$ cat config.mk
export PLATFORM = sky130hd
export DESIGN_NAME = tps_front
export DESIGN_NICKNAME = d
export VERILOG_FILES = /design/src/sv/tps_pkg.sv /design/src/sv/tps_front.sv
export SDC_FILE = /design/constraint.sdc
export NUM_CORES = 1
export LEC_CHECK = 0
export ABC_AREA = 1
export BUFFER_PORTS_ARGS = -buffer_cell sky130_fd_sc_hd__buf_2
export CAP_MARGIN = 10
export CORE_UTILIZATION = 40
export DETAILED_ROUTE_END_ITERATION = 7
export GPL_TIMING_DRIVEN = 0
export PLACE_DENSITY = 0.63
export SETUP_SLACK_MARGIN = 0.15
export SKIP_CTS_REPAIR_TIMING = 1
export SYNTH_ARGS = -nofsm -noshare
export SYNTH_HDL_FRONTEND = slang
export SYNTH_SLANG_ARGS = --single-unit
$ cat constraint.sdc
create_clock -name clk -period 7.2 [get_ports clk]
set_clock_uncertainty 0.05 [all_clocks]
set_input_delay 0.72 -clock clk [delete_from_list [all_inputs] [get_ports clk]]
set_output_delay 0.72 -clock clk [all_outputs]
set_load 0.05 [all_outputs]
$ cat src/sv/tps_pkg.sv
// shared types, constants and register codes for the trapezoidal pulse shaper
// no dependencies; compiled first

package tps_pkg;

  // default values of the top level parameters
  localparam int DELAY_DEPTH_DEF = 1024;
  localparam int SAMPLE_BITS_DEF = 16;

  // fixed field widths
  localparam int RAMP_W     = 10;
  localparam int FLAT_W     = 10;
  localparam int DECAY_W    = 24;
  localparam int RECIP_W    = 32;
  localparam int CFG_IDX_W  = 2;
  localparam int CFG_DATA_W = 32;
  localparam int COUNT_W    = 17;
  localparam int INTEG_W    = 48;
  localparam int ACC_W      = 64;
  localparam int SHAPED_W   = 32;
  localparam int FRAC_BITS  = 8;

  // entries of the queue between front and back
  localparam int QUEUE_DEPTH = 2;

  // register reset values
  localparam logic [RAMP_W-1:0]  RAMP_RST  = 10'd400;
  localparam logic [FLAT_W-1:0]  FLAT_RST  = 10'd180;
  localparam logic [DECAY_W-1:0] DECAY_RST = 24'd0;
  localparam logic [RECIP_W-1:0] RECIP_RST = 32'd10737418;

  typedef enum logic [CFG_IDX_W-1:0] {
    CFG_RAMP_LEN    = 2'd0,
    CFG_FLAT_LEN    = 2'd1,
    CFG_DECAY_CONST = 2'd2,
    CFG_NORM_RECIP  = 2'd3
  } cfg_idx_t;

  typedef struct packed {
    logic [RAMP_W-1:0]  ramp_len;
    logic [FLAT_W-1:0]  flat_len;
    logic [DECAY_W-1:0] decay_const;
    logic [RECIP_W-1:0] norm_recip;
  } cfg_t;

  // per item classification made by the front
  typedef struct packed {
    logic first;
    logic last;
    logic tap1_vld;
    logic tap2_vld;
    logic tap3_vld;
    logic emit;
  } tap_flags_t;

endpackage

$ cat src/sv/tps_front.sv
// front of the shaper: accepts samples, tracks waveform position and write pointer,
// works out tap addresses and which taps and results apply; depends on tps_pkg

module tps_front #(
  parameter int DELAY_DEPTH = tps_pkg::DELAY_DEPTH_DEF,
  parameter int PTR_W       = $clog2(DELAY_DEPTH)
) (
  input  logic                clk,
  input  logic                rst_n,
  input  tps_pkg::cfg_t       cfg,
  input  logic                in_valid,
  input  logic                in_first,
  input  logic                in_last,
  output logic                in_ready,
  input  logic                q_full,
  output logic                q_push,
  output logic [PTR_W-1:0]    tap1_addr,
  output logic [PTR_W-1:0]    tap2_addr,
  output logic [PTR_W-1:0]    tap3_addr,
  output logic [PTR_W-1:0]    wr_addr,
  output tps_pkg::tap_flags_t flags
);
  import tps_pkg::*;

  localparam int DLY_W = (PTR_W + 1 > 12) ? PTR_W + 1 : 12;
  localparam int CMP_W = (COUNT_W > DLY_W) ? COUNT_W : DLY_W;
  localparam logic [COUNT_W-1:0] COUNT_MAX = '1;

  logic [PTR_W-1:0]   wr_ptr_r, wr_ptr_nxt;
  logic [COUNT_W-1:0] count_r, count_nxt;
  logic [COUNT_W-1:0] count_cur;
  logic [RAMP_W-1:0]  ramp_eff;
  logic [DLY_W-1:0]   d1_raw, d2_raw, d3_raw;
  logic [DLY_W-1:0]   d1, d2, d3;

  function automatic logic [DLY_W-1:0] clamp_depth(input logic [DLY_W-1:0] d);
    clamp_depth = (d > DLY_W'(DELAY_DEPTH)) ? DLY_W'(DELAY_DEPTH) : d;
  endfunction

  // circular address d places behind the write pointer, d in 1..depth
  function automatic logic [PTR_W-1:0] tap_addr(input logic [PTR_W-1:0] wp,
                                                input logic [DLY_W-1:0] d);
    logic [DLY_W-1:0] base;
    logic [DLY_W-1:0] diff;
    base = (DLY_W'(wp) < d) ? DLY_W'(wp) + DLY_W'(DELAY_DEPTH) : DLY_W'(wp);
    diff = base - d;
    tap_addr = diff[PTR_W-1:0];
  endfunction

  function automatic logic reached(input logic [COUNT_W-1:0] cnt,
                                   input logic [DLY_W-1:0] d);
    reached = (CMP_W'(cnt) >= CMP_W'(d));
  endfunction

  assign ramp_eff = (cfg.ramp_len == '0) ? RAMP_W'(1) : cfg.ramp_len;
  assign d1_raw   = DLY_W'(ramp_eff);
  assign d2_raw   = d1_raw + DLY_W'(cfg.flat_len);
  assign d3_raw   = d2_raw + d1_raw;
  assign d1       = clamp_depth(d1_raw);
  assign d2       = clamp_depth(d2_raw);
  assign d3       = clamp_depth(d3_raw);

  assign in_ready  = !q_full;
  assign q_push    = in_valid && !q_full;
  assign count_cur = in_first ? '0 : count_r;

  assign tap1_addr = tap_addr(wr_ptr_r, d1);
  assign tap2_addr = tap_addr(wr_ptr_r, d2);
  assign tap3_addr = tap_addr(wr_ptr_r, d3);
  assign wr_addr   = wr_ptr_r;

  always_comb begin
    flags.first    = in_first;
    flags.last     = in_last;
    flags.tap1_vld = reached(count_cur, d1);
    flags.tap2_vld = reached(count_cur, d2);
    flags.tap3_vld = reached(count_cur, d3);
    flags.emit     = reached(count_cur, d3);
  end

  always_comb begin
    wr_ptr_nxt = wr_ptr_r;
    count_nxt  = count_r;
    if (q_push) begin
      wr_ptr_nxt = (wr_ptr_r == PTR_W'(DELAY_DEPTH - 1)) ? '0 : wr_ptr_r + 1'b1;
      count_nxt  = (count_cur == COUNT_MAX) ? count_cur : count_cur + 1'b1;
    end
  end

  always_ff @(posedge clk) begin
    if (!rst_n) begin
      wr_ptr_r <= '0;
      count_r  <= '0;
    end else begin
      wr_ptr_r <= wr_ptr_nxt;
      count_r  <= count_nxt;
    end
  end

endmodule

-- After elaboration in Yosys (flattened, before gate mapping)
Index checks and enable logic that the tools add are counted.
W data, S select, Z words.
- add/sub/neg operators: 8
- $lt $le $gt $ge: 9
- equality and inequality tests: 2
- muxes and demuxes: 10
- reductions and logical operators: 3
- operator list (cell ; count):
    $mux W10 ; 5
    $ge A17 B11 Y1 ; 2
    $mux W17 ; 2
    $sub A10 B10 Y10 ; 3
    $lt A10 B11 Y1 ; 2
    $mux W11 ; 2
    $add A10 B1 Y10 const B ; 2
    $add A17 B1 Y17 const B ; 1
    $eq A17 B17 Y1 const B ; 1
    $ge A17 B12 Y1 ; 1
    $add A11 B10 Y12 ; 1
    $gt A12 B11 Y1 const B ; 1
    $lt A10 B12 Y1 ; 1
    $mux W12 ; 1
    $add A10 B10 Y11 ; 1
    $gt A10 B11 Y1 const B ; 1
    $gt A11 B11 Y1 const B ; 1
    $eq A10 B10 Y1 const B ; 1
    $logic_not A10 Y1 ; 1
    $logic_and A1 B1 Y1 ; 1
    $logic_not A1 Y1 ; 1
- register bits after elaboration: 27
- output and inout port bits: 48
- logic and storage cells: 34

-- Logic depth before layout (Yosys ltp)
- depth in word-level cells: 9
- depth in mapped cells: 38
- gate-level depth less buffers: 38

-- Least setup slack after synthesis
Ideal clock, no wire load.
- path kind: input to output
- from: input cfg[68] (netlist name)
- to: output tap3_addr[8]
- data arrival time: 5441 ps
- data required time: 6430 ps
- path slack: 989 ps
- stages: 37
- path through: inv_1 nand2_1 nor3_1 nand2_1 nand2_1 ha_1 inv_1 fa_1 inv_1 nand3_1 nand3_1 nand2_1 o2111ai_1 nand2_1 ha_1 nand2_1 nor2_1 nand3_1 nand3_1 nand2_1 nand2_1 nor2_1 nand3_1 nand2_2 nand2_1 nor2_1 ha_1 fa_1 o21ai_0 nand2_1 nand2_1 nand2_1 nand2_1 nand2_1 nand2_1 a21oi_1 xor2_1
- word-level cells in the longest chain between the ends: 9
- RTL lines (what ; RTL line ; source):
    start, declared ; tps_front.sv:10 ; input tps_pkg::cfg_t cfg,
    $logic_not A10 Y1 ; tps_front.sv:55 ; assign ramp_eff = (cfg.ramp_len == '0) ? RAMP_W'(1) : cfg.ramp_len;
    $mux W10 * ; tps_front.sv:55 ;
    $add A10 B10 Y11 ; tps_front.sv:57 ; assign d2_raw = d1_raw + DLY_W'(cfg.flat_len);
    $add A11 B10 Y12 * ; tps_front.sv:58 ; assign d3_raw = d2_raw + d1_raw;
    $gt A12 B11 Y1 ; tps_front.sv:37 ; clamp_depth = (d > DLY_W'(DELAY_DEPTH)) ? DLY_W'(DELAY_DEPTH) : d;
    $mux W12 * ; tps_front.sv:37 ;
    $lt A10 B12 Y1 ; tps_front.sv:45 ; base = (DLY_W'(wp) < d) ? DLY_W'(wp) + DLY_W'(DELAY_DEPTH) : DLY_W'(wp);
    $mux W10 ; tps_front.sv:45 ;
    $sub A10 B10 Y10 * ; tps_front.sv:46 ; diff = base - d;
    end, declared ; tps_front.sv:19 ; output logic [PTR_W-1:0] tap3_addr,
Mark *: on every way between the ends. The rest lies on a longest branch, timed or not.

-- Worst setup path after layout
- from: input cfg[69] (netlist name)
- to: output tap3_addr[8]
The elaborated chain is that of the path after synthesis.

==> reports/summary.log <==
qor: min_path.hold_path.class flip-flop to flip-flop
qor: drt.wl_per_cell 13.7 µm
qor: floorplan.die_width 115 µm
qor: status.outcome completed
qor: clock_tree.cts_tree yes
qor: global_route.grt_pass1_vias 4689
qor: drt.detailedRoute.firstPassIterationCount 5
qor: placement.place.gp.congestion 0.928
qor: worst_setup_path.cp_common_cell sky130_fd_sc_hd__nand2_1
qor: sta.max_clock_freq 154 MHz
qor: global_route.grt_max_degree 16
qor: worst_setup_path.cp_slowest_cell sky130_fd_sc_hd__fa_1
qor: synth.syn_nets 982
qor: drt.vias_per_cell 4.95
qor: global_route.grt_use_total 22.6%
qor: clock_tree.cts-root-to-sink-buffers 2
qor: clock_tree.cts_buffers 3
qor: worst_setup_path.critPathCaptureType output port
qor: clock_tree.cts.root.buffer_cell sky130_fd_sc_hd__clkbuf_16
qor: global_route.global_route.overflow_total 0
qor: floorplan.rows 40
qor: floorplan.die_y 115 µm
qor: synth.synth.ff_latch_count 27
qor: drt.post-route-drc-count 0
qor: synth.post_synth_num_cell_types 49
qor: finish.num-nets-final 1059
qor: pwr.static-leakage-power 3.15 nW
qor: clock_tree.insertion_delay 0.26 ns
qor: synth.synth_ff_type sky130_fd_sc_hd__dfxtp_1
qor: sta.timing_max_transition_violations_final 0
qor: placement.io_buffer_count 72
qor: global_route.antenna_violations_before_repair 0
qor: worst_setup_path.worst-path-max-fanout 9
qor: worst_setup_path.required_time_at_the_endpoint_of_the_critical_path 6.43 ns
qor: synth.postSynthAreaPerCell 6.24 µm²
qor: floorplan.floorplan.die_area 13100 µm²
qor: placement.dpl.cell_count 1053
qor: worst_setup_path.worst_path_dominant_cell_family simple AND/OR/NAND/NOR gates
qor: floorplan.placeable_core_region 12200 µm²
qor: drt.routed_wl 14.5 mm
qor: worst_setup_path.cpPeakStageDelay 0.43 ns
qor: clock_tree.clkSinkCount 27
qor: finish.post_layout_nonfiller_instances 1057
qor: worst_setup_path.crit_buf_inv 6
qor: finish.area.growth.synth_to_final 14.0%
qor: floorplan.start_util 41.6%
qor: finish.fill_cells 1310
qor: worst_setup_path.timing.critical_path.from_type input port
qor: finish.num_antenna_cells 0
qor: synth.synth_enable_flop_cells 0
qor: drt.detailed_route_via_count 5229
qor: synth.ys_async_sr_fraction 0%
qor: synth.syn-instance-count 813
qor: sta.post_route_minimum_period 6.50 ns
qor: pwr.ir_worst_vdd 91.6 µV
qor: synth.ys_warn_count 0
qor: sta.worstMarginPinSlew 1.12 ns
qor: sta.worst_hold_slack 0.404 ns
qor: flow_run.drv_cap 0
qor: sta.finalSetupTns 0 ns
qor: sta.final_number_of_hold_violating_endpoints 0
qor: clock_tree.clk_transition_reported_paths 0.07 ns
qor: synth.yosysSeqAreaShare 10.6%
qor: drt.dr_iter_0_viols 355
qor: sta.layout_worst_path_cycle_share 90.2%
qor: sta.grt_setup_unrepaired no
qor: sta.report.final.setup_viol 0
qor: synth.syn_area 5080 µm²
qor: clock_tree.cts_h_tree_lvls 1
qor: drt.final_antenna_net_count 0
qor: global_route.grt_pass1_wl 23.6 mm
qor: worst_setup_path.worst_ep_arrival_time 5.73 ns
qor: placement.detailed_place_hpwl 12.2 mm
qor: finish.share_of_layout_cells_above_drive_strength_1 14.4%
qor: floorplan.io-pin-count 130
qor: worst_setup_path.setup.worst_path.class input port to output port
qor: sta.maxSlewHeadroom 24.4%
qor: pwr.power_per_unit_of_standard_cell_area 205 nW/µm²
## synth_stat cells (all sizes together) (5+ instances only)
cell	n	area share, %
a21oi	61	6.1
buf	7	1.1
clkbuf	11	0.81
dfxtp	27	11
fa	5	2.0
ha	82	20
inv	133	9.8
nand2	227	17
nand3	53	5.8
nand3b	5	0.74
nand4	12	1.5
nor2	69	6.3
nor3	13	2.1
nor4	5	0.62
o21ai	29	2.9
xnor2	8	1.4
xor2	35	6.0
## stage by stage
stage / worst slack (ns) / power, mW / util, % / instance area [µm²]
finish: 0.702 / 1.19 / 47.4 / 5780
global route: 0.155 / 1.29 / 47.4 / 5780
CTS: 0.379 / 1.16 / 46.9 / 5730
detailed placement: 0.394 / 1.04 / 46.2 / 5650
global placement: 0.388 / 1.03 / 46.2 / 5650
floorplan: 0.989 / 0.847 / - / 5080
## where the power goes
part	internal [mW]	switching (mW)	total (mW)
clock network	0.0751	0.0542	0.129
registers	0.151	0.00197	0.153
logic	0.257	0.647	0.904
total	0.483	0.703	1.19
## final timing paths
| kind | start | endpoint | slack [ns] | cells past startpoint |
|---|---|---|---|---|
| worst max-delay path | cfg[69] | tap3_addr[8] | 0.70 | 38 |
| worst min-delay path | count_r[0] | count_r[0] | 0.40 | 2 |
| worst max register to register | wr_addr[1] | wr_addr[7] | 4.83 | 6 |
| worst min register to register | count_r[0] | count_r[0] | 0.40 | 2 |
## layer usage
metal / vias up / routed length (µm) / GRT usage (%)
li1: 2797 / - / -
met1: 2270 / 7220 / 31.7
met2: 148 / 6320 / 36.9
met3: 14 / 771 / 3.49
met4: 0 / 174 / 3.81
met5: - / 0 / 0
## logic make-up after synthesis
| group | after synthesis | synth area share (%) |
|---|---|---|
| flops | 27 | 10.6 |
| xor+xnor | 43 | 7.42 |
| simple gates | 389 | 35.2 |
| buf+inv | 152 | 11.8 |
| compound gates | 114 | 12.7 |
| fa+ha+maj | 87 | 22.2 |
| other cells | 1 | 0.0739 |
## tightest hold or removal path: cells and delay by family (launching register included)
family                 cells  cell delay [ns]
DFF                        1             0.32
buffers and inverters      1             0.05
AOI/OAI and AO/OA          1             0.05
## layout make-up
class                      count  area [µm²]  area share (%)
buffer                        18        96.3            1.67
clock buffer                   3        75.1            1.30
clock inverter                 1        5.00          0.0865
inverter                     134         503            8.70
multi-input combinational    634        3990            69.0
sequential                    27         541            9.34
tap                          168         210            3.63
timing repair buffer          72         365            6.32
## cells in the final DEF (no fill, tap or decap), types with 3 or more instances in the layout
cell type	Yosys	layout
sky130_fd_sc_hd__a211oi_1	3	3
sky130_fd_sc_hd__a21oi_1	60	59
sky130_fd_sc_hd__a31oi_1	3	3
sky130_fd_sc_hd__buf_2	2	72
sky130_fd_sc_hd__buf_4	3	4
sky130_fd_sc_hd__clkbuf_1	11	11
sky130_fd_sc_hd__clkbuf_16	0	3
sky130_fd_sc_hd__dfxtp_1	27	27
sky130_fd_sc_hd__fa_1	5	5
sky130_fd_sc_hd__ha_1	82	79
sky130_fd_sc_hd__inv_1	127	127
sky130_fd_sc_hd__inv_2	6	6
sky130_fd_sc_hd__nand2_1	218	216
sky130_fd_sc_hd__nand2_2	7	9
sky130_fd_sc_hd__nand3_1	49	47
sky130_fd_sc_hd__nand3_2	3	5
sky130_fd_sc_hd__nand3b_1	5	5
sky130_fd_sc_hd__nand4_1	12	12
sky130_fd_sc_hd__nor2_1	61	60
sky130_fd_sc_hd__nor2_2	3	4
sky130_fd_sc_hd__nor2_4	3	3
sky130_fd_sc_hd__nor3_1	8	8
sky130_fd_sc_hd__nor3_4	3	3
sky130_fd_sc_hd__nor4_1	5	5
sky130_fd_sc_hd__o2111ai_1	3	3
sky130_fd_sc_hd__o211ai_1	3	3
sky130_fd_sc_hd__o21a_1	3	3
sky130_fd_sc_hd__o21ai_0	19	18
sky130_fd_sc_hd__o21ai_1	10	10
sky130_fd_sc_hd__o21bai_1	3	3
sky130_fd_sc_hd__xnor2_1	8	8
sky130_fd_sc_hd__xor2_1	35	35
## registers in the layout, summed over array words and instances (netlist names)
name	flops
wr_addr	10
count_r	17
(Power assumes the default switching activity.)
