<file path="config.mk">
export PLATFORM = sky130hd
export DESIGN_NAME = tps_fifo
export DESIGN_NICKNAME = d
export VERILOG_FILES = /design/src/sv/tps_pkg.sv /design/src/sv/tps_fifo.sv
export SDC_FILE = /design/constraint.sdc
export NUM_CORES = 1
export LEC_CHECK = 0
export ABC_CLOCK_PERIOD_IN_PS = 1600
export BUFFER_PORTS_ARGS = -buffer_cell sky130_fd_sc_hd__clkbuf_2
export CAP_MARGIN = 10
export CORE_ASPECT_RATIO = 1.1
export CORE_UTILIZATION = 35
export CTS_CLUSTER_DIAMETER = 100
export CTS_CLUSTER_SIZE = 40
export DETAILED_ROUTE_END_ITERATION = 10
export MAX_ROUTING_LAYER = met4
export SLEW_MARGIN = 20
export SYNTH_ARGS = -nofsm -noshare
export SYNTH_HDL_FRONTEND = slang
export SYNTH_SLANG_ARGS = --single-unit
</file>
<file path="constraint.sdc">
create_clock -name clk -period 1.6 [get_ports clk]
set_input_delay 0.08 -clock clk [delete_from_list [all_inputs] [get_ports clk]]
set_output_delay 0.08 -clock clk [all_outputs]
set_load 0.03 [all_outputs]
</file>
<file path="src/sv/tps_pkg.sv">
// shared types, constants and register codes for the trapezoidal pulse shaper
// no dependencies; compiled first

package tps_pkg;

  // default values of the top level parameters
  localparam int DELAY_DEPTH_DEF = 1024;
  localparam int SAMPLE_BITS_DEF = 16;

  // fixed field widths
  localparam int RAMP_W     = 10;
  localparam int FLAT_W     = 10;
  localparam int DECAY_W    = 24;
  localparam int RECIP_W    = 32;
  localparam int CFG_IDX_W  = 2;
  localparam int CFG_DATA_W = 32;
  localparam int COUNT_W    = 17;
  localparam int INTEG_W    = 48;
  localparam int ACC_W      = 64;
  localparam int SHAPED_W   = 32;
  localparam int FRAC_BITS  = 8;

  // entries of the queue between front and back
  localparam int QUEUE_DEPTH = 2;

  // register reset values
  localparam logic [RAMP_W-1:0]  RAMP_RST  = 10'd400;
  localparam logic [FLAT_W-1:0]  FLAT_RST  = 10'd180;
  localparam logic [DECAY_W-1:0] DECAY_RST = 24'd0;
  localparam logic [RECIP_W-1:0] RECIP_RST = 32'd10737418;

  typedef enum logic [CFG_IDX_W-1:0] {
    CFG_RAMP_LEN    = 2'd0,
    CFG_FLAT_LEN    = 2'd1,
    CFG_DECAY_CONST = 2'd2,
    CFG_NORM_RECIP  = 2'd3
  } cfg_idx_t;

  typedef struct packed {
    logic [RAMP_W-1:0]  ramp_len;
    logic [FLAT_W-1:0]  flat_len;
    logic [DECAY_W-1:0] decay_const;
    logic [RECIP_W-1:0] norm_recip;
  } cfg_t;

  // per item classification made by the front
  typedef struct packed {
    logic first;
    logic last;
    logic tap1_vld;
    logic tap2_vld;
    logic tap3_vld;
    logic emit;
  } tap_flags_t;

endpackage

</file>
<file path="src/sv/tps_fifo.sv">
// short queue between the front and the back of the shaper
// depends on tps_pkg

module tps_fifo #(
  parameter int WIDTH = 8
) (
  input  logic             clk,
  input  logic             rst_n,
  input  logic             push,
  input  logic [WIDTH-1:0] wr_data,
  output logic             full,
  input  logic             pop,
  output logic             rd_valid,
  output logic [WIDTH-1:0] rd_data
);
  import tps_pkg::*;

  localparam int DEPTH = QUEUE_DEPTH;
  localparam int PTR_W = (DEPTH > 1) ? $clog2(DEPTH) : 1;
  localparam int CNT_W = $clog2(DEPTH + 1);

  logic [WIDTH-1:0] mem_r [DEPTH];
  logic [PTR_W-1:0] wr_ptr_r, wr_ptr_nxt;
  logic [PTR_W-1:0] rd_ptr_r, rd_ptr_nxt;
  logic [CNT_W-1:0] count_r, count_nxt;

  assign full     = (count_r == CNT_W'(DEPTH));
  assign rd_valid = (count_r != '0);
  assign rd_data  = mem_r[rd_ptr_r];

  always_comb begin
    wr_ptr_nxt = wr_ptr_r;
    rd_ptr_nxt = rd_ptr_r;
    count_nxt  = count_r;
    if (push) begin
      wr_ptr_nxt = (wr_ptr_r == PTR_W'(DEPTH - 1)) ? '0 : wr_ptr_r + 1'b1;
    end
    if (pop) begin
      rd_ptr_nxt = (rd_ptr_r == PTR_W'(DEPTH - 1)) ? '0 : rd_ptr_r + 1'b1;
    end
    if (push && !pop) begin
      count_nxt = count_r + 1'b1;
    end else if (pop && !push) begin
      count_nxt = count_r - 1'b1;
    end
  end

  always_ff @(posedge clk) begin
    if (!rst_n) begin
      wr_ptr_r <= '0;
      rd_ptr_r <= '0;
      count_r  <= '0;
    end else begin
      wr_ptr_r <= wr_ptr_nxt;
      rd_ptr_r <= rd_ptr_nxt;
      count_r  <= count_nxt;
    end
  end

  always_ff @(posedge clk) begin
    if (push) begin
      mem_r[wr_ptr_r] <= wr_data;
    end
  end

endmodule

</file>
# Word-level counts from Yosys, hierarchy flattened
# Memories as Yosys holds them, arrays and structs flattened. A register that Yosys moved wholly into a read port is not among the register bits.
# Cells that the tools add are included.
# classes
mux	8
n_eq_ne	1
n_addsub	4
n_reduce_logical	6
# op_table
operator	count
1-bit two-way mux	6
2-bit two-way mux	2
2-bit nonzero test	2
1-bit adder (second input constant)	2
2-bit by 1-bit adder with 2-bit output (second input constant)	1
2-bit equality test (second input constant)	1
1-bit logical AND	2
1-bit zero test	2
2-bit by 1-bit subtractor with 2-bit output (second input constant)	1
# totals
ramBits	16
wordCells	23
inputBits	12
regBits	4
mem_count	1
# memory_table
name	words	word_bits	read_ports	rd_clocked_by_memory_dff	write_ports	line	rtl
mem_r	2	8	1	1	1	tps_fifo.sv:22	logic [WIDTH-1:0] mem_r [DEPTH];

# Longest topological paths before layout
# Gate-level depths: netlist of run 1.
# logic_depth
word_depth	4
mapped_depth	5
ltp_nobuf	5

# Worst setup path before layout of run 1
# OpenSTA, ideal clock, no wires.
# synth_timing
path_kind	reg2reg
start	register wr_ptr_r
end	memory mem_r[0][0] (enable)
setup_time_ns	0.375
t_arrival_ns	0.730
path_stages_with_launch	2
required_ns	1.225
path_slack_ns	0.496
path_buffers	0
period_less_slack_ns	1.104
path_cell_list	dfxtp_1 > nor2b_1
# synth_rtl
element	line	rtl
start, declared	tps_fifo.sv:23	logic [PTR_W-1:0] wr_ptr_r, wr_ptr_nxt;
start signal, assigned	tps_fifo.sv:54	wr_ptr_r <= wr_ptr_nxt;
end, declared	tps_fifo.sv:22	
# No word-level cell before the write port.

==> run_results.csv, run 1 <==
group,metric,value,unit
worst_setup_path,cp-end-kind,"output pin",
worst_setup_path,slowest_delay,0.53,ns
sta,hold_viol,0,
global_routing,grt.total_usage,10.95,%
pwr,power_density,1037,nW/um2
finish,area_growth,31.24,%
worst_setup_path,r2r_slack,0.57,ns
pwr,p_leak,0.4227,nW
clock_network,clockBufferDepth,2,
sta,tns,0,ns
sta,rsz0062_at_grt,"false",
min_path,hold_depth,2,
synthesis,yosysSeqAreaShare,72.84,%
worst_setup_path,rr_worst_depth,3,
worst_setup_path,r2r_end,"count_r[1]",
drt,wire_per_inst,10.44,um
worst_setup_path,cp_max_fo,8,
global_routing,grt-ovfl-total,0,
clock_network,cts_made_buffers,3,
drt,first_pass_iters,2,
synthesis,yosys_warnings,0,
drt,viasPerCell,4.241,
finish,drive_gt1_share,43.75,%
global_routing,grt_max_degree,12,
synthesis,syn_inst,47,
clock_network,insertion_delay,0.29,ns
synthesis,syn_area_per_cell,16.96,um2
synthesis,ys_top_cells_by_area,"edfxtp_1 60%, dfxtp_1 13%, mux2_2 11%",
clock_network,cts.repair.resized,0,
floorplan,row_count,17,
synthesis,async_reset_ff_share,0,%
floorplan,start_util,38.24,%
finish,diodes,0,
worst_setup_path,path_class,"reg -> out",
sta,fin_hold_ws,0.04688,ns
synthesis,yosysUniqueCellTypes,16,
pwr,seq_power_share,59.4,%
drt,finalWirelength,1127,um
worst_setup_path,path_cells,"mux2_2, clkbuf_2",
clock_network,cts_tree,"done",
outcome,status,"complete, no violations",
pwr,pwr-share-clk,21.9,%
clock_network,clkSlewWorstSetupHoldPaths,0.10,ns
sta,tightest_slew,0.3654,ns
finish,layout.nets,94,
sta,fmax,684.8,MHz
job,drv_cap,0,
sta,max-slew-margin-rel,75.64,%
worst_setup_path,worstSetupStartpointType,"flop",
clock_network,cts_max_level,1,
floorplan,io_pins,22,
synthesis,ys_ff_latch,21,
synthesis,synth.most_common_cell,"edfxtp_1",
sta,slew_viol_final,0,
synthesis,yosys_most_used_dff,"edfxtp_1",
place,gp_congestion,0.5784,
clock_network,cts_root_buf,"clkbuf_4",
pwr,pwr-share-comb,18.7,%
place,numPortBuffers,21,
min_path,whs_endpoint,"wr_ptr_r",
sta,finalSetupViolCount,0,
floorplan,die_y,52.05,um
worst_setup_path,slowest_stage,"dfxtp_1",
sta,min_period_over_period,91.27,%
drt,drc,0,
clock_network,cts.sinks,21,
sta,period_minus_slack,1.460,ns
drt,ant_nets,0,
synthesis,synth.top_cell.area_share,60.28,%
worst_setup_path,worstPathArrival,1.38,ns
pwr,p_int,0.8125,mW
synthesis,synthTopCellsByCount,"16 x edfxtp_1, 8 x mux2_2, 5 x dfxtp_1, 4 x and2_1",
min_path,hp-class,"in -> reg",
synthesis,synth_nets,60,
pwr,switching_share,25.11,%
global_routing,grt_pass1_vias,407,
worst_setup_path,r2r_start,"count_r[0]",
global_routing,antenna_found_initial,0,
synthesis,synth_top_area_cell,"edfxtp_1",
global_routing,grt_pass1_wl,1752,um
drt,num_vias,458,
floorplan,core,2085,um2
floorplan,dieArea,2472,um2
pwr,switching_power,0.2725,mW
synthesis,syn_area,797.0,um2
drt,first_iter_violations,2,
worst_setup_path,cp_data_required_time,1.52,ns
min_path,worstHoldStart,"rst_n",
synthesis,synth_edf_count,16,
pwr,ir_drop,0.0005555,V
sta,fin_skew,0.003825,ns
floorplan,dieWidth,47.50,um
worst max-delay path, delay by kind of cell (launching register included):
family	cells	cell delay, ns
buf+inv	1	0.18
flops	1	0.53
mux	1	0.38
layout make-up:
class	instances	area, um2
timing repair buffer	30	192.7
fill	207	1039
sequential	21	580.6
inverter	1	3.754
clock buffer	4	26.28
multi-input combinational	24	207.7
tap	28	35.03
stage by stage:
step / cells / util (%) / setup WS [ns] / total power, mW / instance area [um2]
floorplan: 47 / - / 0.4957 / 0.7898 / 797.0
global placement: 96 / 45.08 / 0.4221 / 0.8440 / 939.7
detailed placement: 96 / 45.08 / 0.4238 / 0.8476 / 939.7
CTS: 108 / 50.18 / 0.08492 / 1.100 / 1046
global route: 108 / 50.18 / 0.03336 / 1.146 / 1046
finish: 108 / 50.18 / 0.1397 / 1.085 / 1046
metal layers:
| metal | vias up | part of all wire (%) | global-route usage (%) |
|---|---|---|---|
| met4 | 0 | 1.5 | 7.143 |
| met5 | - | 0 | - |
| li1 | 238 | - | - |
| met1 | 201 | 49 | 13.77 |
| met3 | 2 | 4.1 | 3.125 |
| met2 | 17 | 46 | 15.07 |
power by group through the flow:
stage | clock (mW) | combinational [mW] | sequential [mW]
after floorplan | 0 | 0.143 | 0.647
after global placement | 0 | 0.188 | 0.657
after detailed placement | 0 | 0.190 | 0.658
after CTS | 0.249 | 0.206 | 0.646
after global routing | 0.273 | 0.223 | 0.650
final | 0.237 | 0.203 | 0.644
cells by family (layout without fill, tap and decap cells):
group,after synthesis,count (layout),synth area share (%)
AO/OA/AOI/OAI,3,3,2.512
XOR/XNOR,3,3,3.297
adder cells (fa/ha/maj),1,1,1.570
buffers and inverters,2,35,1.098
flip-flops,21,21,72.84
multiplexers,8,8,11.30
AND/OR/NAND/NOR,9,9,7.379
worst max-delay path by stage:
stage | depth (start not counted) | slack, ns | startpoint | endpoint
3_3_place_gp | 2 | 0.42 | flop | rd_data[0]
3_5_place_dp | 2 | 0.42 | flop | rd_data[1]
5_1_grt | 2 | 0.03 | flop | rd_data[4]
2_1_floorplan | 1 | 0.50 | wr_ptr_r | mem_r[0][0]
4_1_cts | 2 | 0.08 | flop | rd_data[0]
6_report | 2 | 0.14 | flop | rd_data[0]
placed cells by master, fill, tap and decap left out:
master,netlist,routed
mux2_2,8,8
o21ai_0,1,1
xor2_1,2,2
nor2b_1,2,2
edfxtp_1,16,16
a21boi_1,1,1
inv_1,1,1
xnor2_1,1,1
buf_4,0,1
and2_1,4,4
dfxtp_1,5,5
clkbuf_4,0,3
ha_1,1,1
or3_1,1,1
dlygate4sd3_1,0,8
o21a_1,1,1
clkbuf_1,0,1
or2_2,1,1
clkbuf_2,0,21
and2b_2,1,1
sequential cells by signal (all words and copies together) (netlist names), named ones only:
register and flops:
wr_ptr_r 1, mem_r 16, rd_ptr_r 1, count_r 2
repair_timing:
item,4_1_cts,5_1_grt
setup buffers,0,0
setup endpoints to repair,0,0
endpoints found under the hold margin,16,0
hold buffers,8,0
No activity file was read; power rests on OpenSTA's default activity.
==> run 2, diff against run 1 <==
RECOVER_POWER = 25   (was unset)
==> run 2 against run 1 <==
  * Clock skew decreased by 0.0016 ns
  * Hold slack got worse by 0.00051 ns
  * Wire length about the same
  * Sequential share of layout area increased by 0.20 points
  * First-iteration DRC count unchanged
  * Utilization decreased by 0.18 points
  * Design area decreased by 0.36%
  * Die area unchanged
  * Clock-buffer cell count unchanged
  * Critical path depth unchanged
  * Clock power about the same
  * Maximum frequency about the same
  * Critical path type unchanged
  * Largest cell class unchanged
  * Highest routed layer unchanged
==> run_results.csv, run 2 (synthesis results as in run 1) <==
group,metric,value,unit
worst_setup_path,cp_max_fo,8,
global_routing,grt-ovfl-total,0,
drt,ant_nets,0,
place,place_inst,96,
pwr,power_density,1039,nW/um2
worst_setup_path,slowest_delay,0.53,ns
finish,nFillCells,210,
drt,viasPerCell,4.213,
global_routing,grt.total_usage,10.95,%
drt,finalWirelength,1128,um
finish,drive_gt1_share,40.00,%
finish,finish.utilization,50.00,%
finish,instances_no_fill,108,
sta,fmax,684.6,MHz
clock_network,insertion_delay,0.29,ns
finish,final_cell_mix,"18 x clkbuf_2, 16 x edfxtp_1, 8 x mux2_2, 8 x dlygate4sd3_1, 5 x dfxtp_1",
job,drv_cap,0,
sta,fin_hold_ws,0.04637,ns
sta,period_minus_slack,1.461,ns
finish,mostFrequentLayoutCell,"clkbuf_2",
place,gp_congestion,0.5784,
worst_setup_path,cpLargestDelayFamily,"flip-flops",
clock_network,cts_root_buf,"clkbuf_4",
worst_setup_path,worstPathArrival,1.38,ns
finish,register_area,580.6,um2
floorplan,die_y,52.05,um
sta,rsz0062_at_grt,"false",
global_routing,grt_pass1_wl,1752,um
floorplan,core,2085,um2
outcome,status,"complete, no violations",
sta,max-slew-margin-rel,75.73,%
drt,first_iter_violations,2,
clock_network,cts_made_buffers,3,
drt,drc,0,
min_path,hp-class,"in -> reg",
sta,fin_skew,0.002266,ns
sta,hold_viol,0,
global_routing,grt_max_degree,12,
sta,finalSetupViolCount,0,
finish,reg_top3,"mem_r: 16 flops, count_r: 2 flops",
pwr,p_leak,0.4138,nW
finish,diodes,0,
global_routing,grt_pass1_vias,407,
floorplan,row_count,17,
clock_network,clockBufferDepth,2,
pwr,ir_drop,0.0005545,V
worst_setup_path,path_cells,"mux2_2, clkbuf_2",
worst_setup_path,cp-end-kind,"output pin",
sta,tightest_slew,0.3640,ns
worst_setup_path,cp_data_required_time,1.52,ns
finish,multi_input_area,207.7,um2
global_routing,antenna_found_initial,0,
sta,slew_viol_final,0,
floorplan,io_pins,22,
clock_network,cts.sinks,21,
drt,first_pass_iters,2,
finish,top_register,"mem_r",
worst_setup_path,path_class,"reg -> out",
finish,layout.nets,94,
worst_setup_path,worstSetupStartpointType,"flop",
finish,largest_reg_flops,16,
sta,tns,0,ns
finish,area_growth,30.77,%
clock_network,clkSlewWorstSetupHoldPaths,0.10,ns
floorplan,dieWidth,47.50,um
floorplan,start_util,38.24,%
drt,wire_per_inst,10.44,um
drt,num_vias,455,
place,numPortBuffers,21,
worst_setup_path,path_buf_inv,1,
clock_network,cts_max_level,1,
clock_network,cts_tree,"done",
worst_setup_path,slowest_stage,"dfxtp_1",
sta,min_period_over_period,91.30,%
floorplan,dieArea,2472,um2
==> run 2: area by class of cell <==
type                    count  share of cell area, %
flip-flops and latches     21                  55.70
multi-input cells          24                  19.93
repair buffers             30                  18.13
well taps                  28                  3.361
clock buffers               4                  2.521
inverters                   1                 0.3601
==> run 2: through the flow <==
stage | area, um2 | setup WS [ns] | power (mW)
floorplan | 797.0 | 0.4957 | 0.7898
global placement | 939.7 | 0.4221 | 0.8440
detailed placement | 939.7 | 0.4238 | 0.8476
CTS | 1046 | 0.08492 | 1.100
global route | 1042 | 0.03336 | 1.145
finish | 1042 | 0.1392 | 1.083
==> run 2: what timing repair did <==
item	CTS	global route
hold buffers	8	0
hold endpoints to repair	16	0
gates resized for setup	0	0
setup buffers	0	0
==> run 2: final timing paths <==
| path | depth (start not counted) | startpoint | slack, ns | endpoint |
|---|---|---|---|---|
| max reg2reg | 3 | count_r[0] | 0.57 | count_r[1] |
| min | 2 | rst_n | 0.05 | wr_ptr_r |
| min reg2reg | 2 | count_r[1] | 0.52 | count_r[1] |
| max | 2 | flop | 0.14 | rd_data[0] |
==> run 2: worst reg2reg max path: cells and delay by family, from the launching register on <==
| family | cells | cell delay (ns) |
|---|---|---|
| AOI/OAI and AO/OA | 1 | 0.14 |
| DFF | 1 | 0.36 |
| xor gates and xnor gates | 1 | 0.17 |
| and+or+nand+nor | 1 | 0.31 |
==> run 2: where the power goes <==
group,internal (mW),total (mW),switching [mW]
registers,0.624,0.644,0.0206
clock network,0.0967,0.237,0.140
logic,0.0910,0.202,0.111
total,0.811,1.08,0.272
==> run 2: per-layer routing <==
metal  track usage [%]  routed length (um)
met4             7.143                  17
met5                 -                   0
met2             15.07                 509
met3             3.125                  46
met1             13.77                 555
